<file path="src/design/nj_pkg.sv">
// Shared constants, types and saturation helpers of the neighbour joining block.
`timescale 1ns / 1ps
package nj_pkg;

	localparam int MAX_TAXA = 64;
	localparam int IDX_W    = 6;
	localparam int DIST_W   = 32;
	localparam int SUM_W    = 40;
	localparam int NODE_W   = 7;
	localparam int WIDE_W   = 42;
	localparam int DIV_CNT_W = 6;

	localparam logic [NODE_W-1:0] TAXA_RESET = 7'd32;
	localparam logic [NODE_W-1:0] TAXA_MIN   = 7'd3;
	localparam logic [NODE_W-1:0] TAXA_MAX   = 7'd64;

	localparam logic REG_TAXA  = 1'b0;
	localparam logic REG_CLAMP = 1'b1;

	typedef enum logic [4:0] {
		S_IDLE,
		S_IN_RD,
		S_IN_ACC,
		S_IN_DIV,
		S_IN_DIVW,
		S_RND,
		S_SC_ROW,
		S_SC_ROWW,
		S_SC_RD,
		S_SC_CMP,
		S_JN_RD1,
		S_JN_RD2,
		S_JN_LAT,
		S_JN_CALC,
		S_MG_CHK,
		S_MG_RD2,
		S_MG_CALC,
		S_MG_UPD,
		S_MG_DIVW,
		S_MG_WR2,
		S_MG_FIN,
		S_MG_FDIV,
		S_MG_END,
		S_FN_SCAN,
		S_FN_RD,
		S_FN_RD2,
		S_FN_LAT,
		S_FN_CALC
	} state_t;

	typedef struct packed {
		logic                    start;
		logic signed [SUM_W-1:0] dividend;
		logic [IDX_W-1:0]        divisor;
	} div_req_t;

	typedef struct packed {
		logic                     done;
		logic signed [DIST_W-1:0] quotient;
	} div_rsp_t;

	function automatic logic signed [DIST_W-1:0] sat_dist(input logic signed [WIDE_W-1:0] x);
		logic signed [WIDE_W-1:0] hi;
		logic signed [WIDE_W-1:0] lo;
		hi = 42'sh0007FFFFFFF;
		lo = -hi - 42'sd1;
		if (x > hi) begin
			return 32'sh7FFFFFFF;
		end else if (x < lo) begin
			return 32'sh80000000;
		end
		return x[DIST_W-1:0];
	endfunction

	function automatic logic signed [SUM_W-1:0] sat_sum(input logic signed [WIDE_W-1:0] x);
		logic signed [WIDE_W-1:0] hi;
		logic signed [WIDE_W-1:0] lo;
		hi = 42'sh07FFFFFFFFF;
		lo = -hi - 42'sd1;
		if (x > hi) begin
			return 40'sh7FFFFFFFFF;
		end else if (x < lo) begin
			return 40'sh8000000000;
		end
		return x[SUM_W-1:0];
	endfunction

endpackage

</file>
<file path="src/design/nj_div.sv">
// Shared restoring divider: signed 40-bit sum by a small count, one bit per cycle.
`timescale 1ns / 1ps
module nj_div (
	input  logic             clk,
	input  logic             arst_n,
	input  nj_pkg::div_req_t req,
	output nj_pkg::div_rsp_t rsp
);

	logic                              run_q;
	logic                              done_q;
	logic [nj_pkg::DIV_CNT_W-1:0]      cnt_q;
	logic [nj_pkg::SUM_W-1:0]          num_q;
	logic [nj_pkg::IDX_W-1:0]          rem_q;
	logic [nj_pkg::IDX_W-1:0]          den_q;
	logic                              neg_q;
	logic [nj_pkg::IDX_W:0]            trial;
	logic                              qbit;
	logic [nj_pkg::IDX_W:0]            diff;

	assign trial = {rem_q, num_q[nj_pkg::SUM_W-1]};
	assign qbit  = (trial >= {1'b0, den_q});
	assign diff  = trial - {1'b0, den_q};

	always_ff @(posedge clk or negedge arst_n) begin
		if (!arst_n) begin
			run_q  <= 1'b0;
			done_q <= 1'b0;
			cnt_q  <= '0;
		end else begin
			done_q <= 1'b0;
			if (req.start) begin
				run_q <= 1'b1;
				cnt_q <= 6'(nj_pkg::SUM_W - 1);
			end else if (run_q) begin
				if (cnt_q == '0) begin
					run_q  <= 1'b0;
					done_q <= 1'b1;
				end else begin
					cnt_q <= cnt_q - 6'd1;
				end
			end
		end
	end

	always_ff @(posedge clk) begin
		if (req.start) begin
			neg_q <= req.dividend[nj_pkg::SUM_W-1];
			num_q <= req.dividend[nj_pkg::SUM_W-1] ? -req.dividend : req.dividend;
			rem_q <= '0;
			den_q <= req.divisor;
		end else if (run_q) begin
			// shift one quotient bit in while the dividend bits shift out
			rem_q <= qbit ? diff[nj_pkg::IDX_W-1:0] : trial[nj_pkg::IDX_W-1:0];
			num_q <= {num_q[nj_pkg::SUM_W-2:0], qbit};
		end
	end

	always_comb begin
		rsp.done = done_q;
		if (neg_q) begin
			if (num_q > 40'h0080000000) begin
				rsp.quotient = 32'sh80000000;
			end else begin
				rsp.quotient = -num_q[nj_pkg::DIST_W-1:0];
			end
		end else begin
			if (num_q > 40'h007FFFFFFF) begin
				rsp.quotient = 32'sh7FFFFFFF;
			end else begin
				rsp.quotient = num_q[nj_pkg::DIST_W-1:0];
			end
		end
	end

endmodule

</file>
<file path="config.mk">
export PLATFORM = sky130hd
export DESIGN_NAME = nj_div
export DESIGN_NICKNAME = d
export VERILOG_FILES = /design/src/design/nj_pkg.sv /design/src/design/nj_div.sv
export SDC_FILE = /design/constraint.sdc
export NUM_CORES = 1
export LEC_CHECK = 0
export CAP_MARGIN = 10
export CORE_ASPECT_RATIO = 1.5
export CORE_MARGIN = 1.5
export CORE_UTILIZATION = 45
export CTS_CLUSTER_SIZE = 14
export DETAILED_ROUTE_END_ITERATION = 6
export DONT_BUFFER_PORTS = 1
export HOLD_SLACK_MARGIN = 0.06
export PLACE_DENSITY = 0.65
export SLEW_MARGIN = 20
export SYNTH_ARGS = -nofsm -noshare
export SYNTH_HDL_FRONTEND = slang
export SYNTH_SLANG_ARGS = --single-unit
</file>
<file path="constraint.sdc">
create_clock -name clk -period 3.05 [get_ports clk]
set_input_delay 0.305 -clock clk [delete_from_list [all_inputs] [get_ports clk]]
set_output_delay 0.305 -clock clk [all_outputs]
set_load 0.02 [all_outputs]
</file>
# [Word level (Yosys, flattened, before mapping)]
# Index checks and enable logic that the tools add are counted.
# W data, S select, Z words.
[classes] n_addsub=4 magnitude_cmp=3 eq_ne=1 n_mux=16 n_reduce_logical=3
[ops] cell="$mux W40" count=3
[ops] cell="$mux W32" count=3
[ops] cell="$gt A40 B31 Y1 const B" count=1
[ops] cell="$gt A40 B32 Y1 const B" count=1
[ops] cell="$neg A40 Y40" count=1
[ops] cell="$neg A32 Y32" count=1
[ops] cell="$mux W6" count=4
[ops] cell="$ge A7 B6 Y1" count=1
[ops] cell="$logic_not A6 Y1" count=1
[ops] cell="$mux W1" count=6
[ops] cell="$sub A6 B1 Y6 const B" count=1
[ops] cell="$sub A6 B6 Y6" count=1
[ops] cell="$ne A2 B2 Y1 const B" count=1
[ops] cell="$reduce_and A2 Y1" count=1
[ops] cell="$reduce_bool A2 Y1" count=1
[totals] register_bits=61 inputBits=49 out_inout_bits=33

# [Logic depth before layout (Yosys ltp)]
# Gate-level depths: netlist of run 1.
[depth] word_depth=4 ltp_mapped=9 mapped_depth_nobuf=9

# [Least setup slack after synthesis of run 1]
# OpenSTA, ideal clock, no wires.
[synth_path] path_kind="register to output" startpoint="reg num_q[0] in the netlist's numbering" endpoint="out rsp[23] in the netlist's numbering" arrival_ns=2.763 slack_ns=-0.018 path_stages_with_launch=9 n_path_buf=0 path_cell_list="edfxtp_1 inv_1 ha_1 or3b_2 nor2_1 nand4_1 o21ai_2 nand2_1 o311ai_0"
[synth_rtl] item="start, declared" line_no="nj_div.sv:13" rtl="logic [nj_pkg::SUM_W-1:0] num_q;"
[synth_rtl] item="start signal, assigned" line_no="nj_div.sv:49" rtl="num_q <= req.dividend[nj_pkg::SUM_W-1] ? -req.dividend : req.dividend;"
[synth_rtl] item="start signal, assigned" line_no="nj_div.sv:55" rtl="num_q <= {num_q[nj_pkg::SUM_W-2:0], qbit};"
[synth_rtl] item="end, declared" line_no="nj_div.sv:7" rtl="output nj_pkg::div_rsp_t rsp"

==> results of run 1 <==
[kinds of logic (layout without fill, tap and decap cells)]
family	Yosys count	in the layout	synth area share, %
multiplexers	3	3	0.6483
XOR/XNOR	45	45	8.509
adder cells (fa/ha/maj)	11	11	3.133
AO/OA/AOI/OAI	160	160	21.45
flip-flops	61	61	37.39
buffers and inverters	47	112	4.079
AND/OR/NAND/NOR	217	218	24.80
[power breakdown]
group | total [W] | leakage, nW | internal, W | switching, W
registers | 0.00114 | 0.616 | 0.00103 | 0.000115
clock network | 0.00105 | 0.153 | 0.000710 | 0.000340
logic | 0.000806 | 1.38 | 0.000375 | 0.000432
[final timing paths]
path                                 from  endpoint  cells past startpoint
worst max-delay path            num_q[20]   rsp[26]                      7
worst min-delay path               req[1]  den_q[1]                      0
worst max register to register  num_q[39]  rem_q[4]                      9
worst min register to register   cnt_q[0]  cnt_q[0]                      1
max in group asynchronous          arst_n  cnt_q[2]                      1
min in group asynchronous          arst_n  cnt_q[0]                      1
[through the flow]
stage          power (W)  hold WS (ps)  setup TNS (ps)  area (µm²)  cells
4_1_cts         0.002963         62.93               0        5503    713
5_1_grt         0.003143         63.71          -260.9        5728    727
3_5_place_dp    0.001877         9.607               0        5064    685
6_report        0.002999         75.23               0        5728    727
2_1_floorplan   0.001665         9.409               0        4632    544
3_3_place_gp    0.001852         9.594               0        5064    685
[sequential cells by signal, indices dropped and copies added (netlist names)]
| register | cells |
|---|---|
| neg_q | 1 |
| cnt_q | 6 |
| rem_q | 6 |
| num_q | 40 |
| den_q | 6 |
| done_q | 1 |
| run_q | 1 |
[final cells by class]
type | count | share of cell area, %
clock buffers | 11 | 4.063
clock inverters | 5 | 1.311
inverters | 19 | 1.245
multi-input cells | 437 | 49.98
flip-flops and latches | 61 | 30.23
well taps | 117 | 2.556
repair buffers | 77 | 10.62
[cells in the final DEF, fill, tap and decap left out, types with 6 or more instances in the layout]
master / netlist / routed
nand3_1: 15 / 15
dfxtp_1: 6 / 6
clkbuf_16: 0 / 9
nor3_1: 16 / 13
xor2_1: 41 / 41
ha_1: 10 / 9
dfrtp_1: 8 / 8
edfxtp_1: 47 / 47
o21ai_0: 28 / 28
a21oi_1: 69 / 66
inv_1: 18 / 17
buf_4: 1 / 73
or4_1: 7 / 7
o22ai_1: 6 / 6
o41ai_1: 7 / 7
o31ai_1: 13 / 12
nor2_1: 80 / 79
nand2_1: 42 / 42
nor4_1: 9 / 7
[layer usage]
metal	vias to the layer above	routed length, µm	GRT usage [%]
met2	187	6207	38.54
met5	-	0	0
li1	2142	-	-
met4	0	507	11.95
met1	2065	4695	24.15
met3	40	826	4.716
[worst reg2reg max path, cell delays in order (launching register included)]
cell	delay [ps]
edfxtp_1	360
inv_1	60
ha_1	230
fa_1	410
inv_1	70
a21o_1	100
a21oi_1	80
xnor2_1	170
mux2i_1	100
a211oi_1	230
[repair_timing]
action	CTS	global route
hold buffers	2	0
setup endpoints to repair	31	17
setup buffers	10	13
pin swaps	1	14
gates resized for setup	8	19
hold endpoints to repair	12	0
cloned	0	1
==> impl_metrics.toml, run 1 <==
[cells_and_area]
regArea_mm2 = 0.001732
layout-drive-gt1-share_pct = 21.31
nets = 665
fin_util_pct = 56.83
synthToLayoutAreaGrowth_pct = 23.66
fillers = 875
num_antenna_cells = 0
multiInputGateArea_mm2 = 0.002863

[routing]
wl_per_cell_um = 16.83
vias = 4434
ant_nets = 0
drtPass1Iterations = 4
drt_iter0_drc = 330
route.detailed.drc = 0
viasPerCell = 6.099
drt-total-wl_um = 12240

[synth]
synth_cell_types = 66
synth_seq_cells = 61
synth-edff-count = 47
syn_area_mm2 = 0.004632
synth_fp_nets = 604
synth_commonest_cells = "80 x nor2_1, 69 x a21oi_1, 47 x edfxtp_1, 42 x nand2_1, 41 x xor2_1"
synth.most_common_cell = "nor2_1"
netlist_instances = 544
async_reset_ff_share_pct = 13.11
synth_top_area_share_pct = 30.47
netlist_top_cells_area = "edfxtp_1 30%, xor2_1 7.8%, a21oi_1 7.5%, nor2_1 6.5%, dfrtp_1 4.3%"
synth_top_area_cell = "edfxtp_1"
syn_area_per_cell_um2 = 8.515
yosysWarnings = 0
synth_flop_cell = "edfxtp_1"
ys_seq_area_share_pct = 37.39

[outcome]
outcome = "finished, final reports clean"

[global_routing]
grt_pass1_vias = 4129
grt_max_degree = 98
grt_pass1_wl_um = 19040
overflow = 0
antenna_found_initial = 0
grtUsageTotal_pct = 21.85

[power]
p_leak_nw = 2.149
power_density_mw_per_mm2 = 523.5
irDropWorstVdd_mv = 0.4613

[min_path]
hold_path_class = "in2reg"

[floorplanning]
die_height_um = 127.3
die_w_um = 85.84
rows = 45
start_util_pct = 45.96
ios = 82
dieArea_mm2 = 0.01092
coreArea_mm2 = 0.01008

[cts]
clk_latency_ps = 330
clock_sinks = 61
clk_pin_slew_ps = 50
cts.path.max_buffers = 2
cts-root-buf = "clkbuf_16"
cts_tree = "done"
cts_buffers = 9
htree_levels = 3

[timing]
fin_crit_ps = 3004
finalWorstSetupSlack_ps = 45.78
skew_ps = 7.020
grt_setup_unrepaired = "true"
worst_slew_pin_slew_ps = 775.6
slew_headroom_pct = 48.24
finalSetupViolations = 0
timing.final.max_slew_violations = 0
max_freq_mhz = 332.9
final.period_utilization_pct = 98.50
hold_viol_final = 0

[setup_path]
cp_num_buf_inv = 1
cp_data_required_time_ps = 2740
max_stage_delay_ps = 610
crit_path_end_kind = "primary output"
slowest_stage = "or4_4"
path_cells = "or4_4 > or3_4 > or2_4 > nor4_4 > xor2_1 > a211oi_1 > buf_4"
crit_fanout = 6
critPathKind = "reg2out"
arrival_ps = 2700
crit_family = "simple AND/OR/NAND/NOR gates"
r2r_setup_slack_ps = 1150
cp-start-kind = "flip-flop"

[placed_design]
gp_congestion = 0.8593
portBuffers = 0
dp_hpwl_um = 8743
preCtsSetupSlack_ps = 66.66

[flow_run]
maxCapViolCount = 0
(Power assumes the default switching activity.)
==> run 2: changes to the inputs <==
--- a/config.mk
+++ b/config.mk
@@ -13,7 +13,7 @@
 export DETAILED_ROUTE_END_ITERATION = 6
 export DONT_BUFFER_PORTS = 1
 export HOLD_SLACK_MARGIN = 0.06
-export PLACE_DENSITY = 0.65
+export REMOVE_ABC_BUFFERS = 1
 export SLEW_MARGIN = 20
 export SYNTH_ARGS = -nofsm -noshare
 export SYNTH_HDL_FRONTEND = slang
==> run 2 against run 1 <==
Clock skew is 0.57 ps higher. Design area is 0.46% higher. Sequential cell count did not move. Routed wire length is 4.9% higher. Final cell count up 0.55%. Critical path depth stayed put. Worst setup slack worse by 3.5 ps. Global-route usage rose by 2.0 points. First-iteration DRC count fell by 12%. Die area is the same. Clock power increased by 4%. Largest power group unchanged. Highest routed layer unchanged.
==> impl_metrics.toml, run 2 (synthesized netlist as in run 1, its figures left out) <==
[floorplanning]
die_height_um = 127.3
rows = 45
dieArea_mm2 = 0.01092
coreArea_mm2 = 0.01008
die_w_um = 85.84
ios = 82
start_util_pct = 45.96

[global_routing]
grtUsageTotal_pct = 23.83
overflow = 0
grt_pass1_vias = 4122
use_met1_pct = 27.94
grt_max_degree = 98
grt.met2_usage_pct = 42.61
gr-max-usage-layer = "met2"
antenna_found_initial = 0
grt_pass1_wl_um = 20270
grt_use_met3_pct = 4.716

[timing]
worst_slew_pin_slew_ps = 539.5
whs_ps = 84.05
hold_viol_final = 0
skew_ps = 7.586
final.period_utilization_pct = 98.61
timing.final.max_slew_violations = 0
fin_crit_ps = 3008
grt_setup_unrepaired = "true"
tns_ps = 0
slew_headroom_pct = 64.03
finalSetupViolations = 0
max_freq_mhz = 332.5

[cells_and_area]
final_cells = 731
final_common_cell = "nor2_1"
nets = 669
largest-register = "num_q"
layout-drive-gt1-share_pct = 20.68
fin_util_pct = 57.10
final_cell_mix = "79 x nor2_1, 71 x buf_4, 68 x a21oi_1"
largest_reg_flops = 40
synthToLayoutAreaGrowth_pct = 24.23
num_antenna_cells = 0

[power]
p_leak_nw = 2.150
swShare_pct = 30.47
irDropWorstVdd_mv = 0.3551
pwr-share-seq_pct = 37.5
p_sw_w = 0.0009212
comb_power_share_pct = 26.6
clkPwrFrac_pct = 36.0
power_density_mw_per_mm2 = 525.4
finalPower_w = 0.003023
p_int_w = 0.002102

[setup_path]
critPathKind = "reg2out"
max_stage_delay_ps = 600
r2r.worst_path.cells = 9
cp_num_buf_inv = 1
cp_data_required_time_ps = 2740
crit_path_end_kind = "primary output"
arrival_ps = 2700
slowest_stage = "or4_4"
critical_path_depth = 7
r2r_setup_slack_ps = 1150
path_cells = "or4_4 > nor4_4 > nand4_1 > o21ai_4 > nand2_1 > o31ai_2 > buf_4"
cp-start-kind = "flip-flop"
crit_fanout = 6
crit_family = "simple AND/OR/NAND/NOR gates"

[cts]
cts.path.max_buffers = 2
cts-root-buf = "clkbuf_16"
cts_tree = "done"
htree_levels = 3
clk_pin_slew_ps = 50
cts_buffers = 9
clk_latency_ps = 330
clock_sinks = 61

[placed_design]
dp.cells = 692
dp_hpwl_um = 8888
gp_congestion = 0.8534
portBuffers = 0

[routing]
wl_per_cell_um = 17.56
viasPerCell = 5.974
ant_nets = 0
drtPass1Iterations = 5
drt-total-wl_um = 12840
route.detailed.drc = 0
drt_iter0_drc = 292
vias = 4367

[min_path]
hold_path_class = "in2reg"
min_path_cells = 0

[flow_run]
maxCapViolCount = 0

[outcome]
outcome = "finished, final reports clean"
==> run 2: cell types whose count changed in the layout (fill, tap and decap cells not counted), sizes merged <==
cell	change
clkinvlp	+1
clkinv	+1
dlygate4sd3	+6
clkbuf	-2
buf	-2
==> run 2: through the flow <==
step	setup slack [ps]	cell area, µm²
floorplan	-51.76	4514
global placement	102.5	5104
detailed placement	32.83	5104
CTS	3.747	5589
global route	-57.83	5754
finish	42.32	5754
==> run 2: area by class of cell <==
| type | instances | area [µm²] |
|---|---|---|
| clock buffer | 9 | 225.2 |
| clock inverter | 7 | 90.09 |
| fill | 913 | 4324 |
| inverter | 19 | 71.32 |
| multi-input combinational | 437 | 2854 |
| sequential | 61 | 1732 |
| tap | 117 | 146.4 |
| timing repair buffer | 81 | 635.6 |
==> run 2: power by group through the flow <==
stage	Clock (W)	Sequential (W)	Combinational, W
after CTS	0.00110	0.00113	0.000787
final	0.00109	0.00113	0.000803
after global routing	0.00114	0.00115	0.000891
after detailed placement	0	0.00114	0.000754
after global placement	0	0.00114	0.000738
after floorplan	0	0.00114	0.000494
==> run 2: what timing repair did <==
action                     4_1_cts  5_1_grt
gates cloned                     1        0
buffers inserted                 6        8
setup endpoints to repair       28       21
resized for setup               13       16
pin swaps                        3       10
hold buffers                     5        3
hold endpoints to repair        15        3
==> run 2: path summary, 6_finish.rpt <==
| kind | start | to |
|---|---|---|
| max in group asynchronous | arst_n | cnt_q[5] |
| min | req[45] | neg_q |
| max | num_q[18] | rsp[29] |
| min in group asynchronous | arst_n | done_q |
| min reg2reg | cnt_q[0] | cnt_q[0] |
| max reg2reg | num_q[39] | rem_q[4] |
==> run 2: per-layer routing <==
layer / part of all wire [%] / routed length (µm) / vias to the layer above
li1: - / - / 2151
met1: 39 / 5011 / 2054
met2: 53 / 6781 / 141
met3: 5.5 / 704 / 21
met4: 2.7 / 342 / 0
met5: 0 / 0 / -
==> run 2: worst reg2reg max path, cell delays in order, from the launching register on <==
cell      delay [ps]
edfxtp_1         410
inv_1            100
ha_1             210
fa_1             240
inv_1             60
a21o_1           170
a21oi_1          180
xnor2_1          140
mux2i_1           90
a211oi_1         220
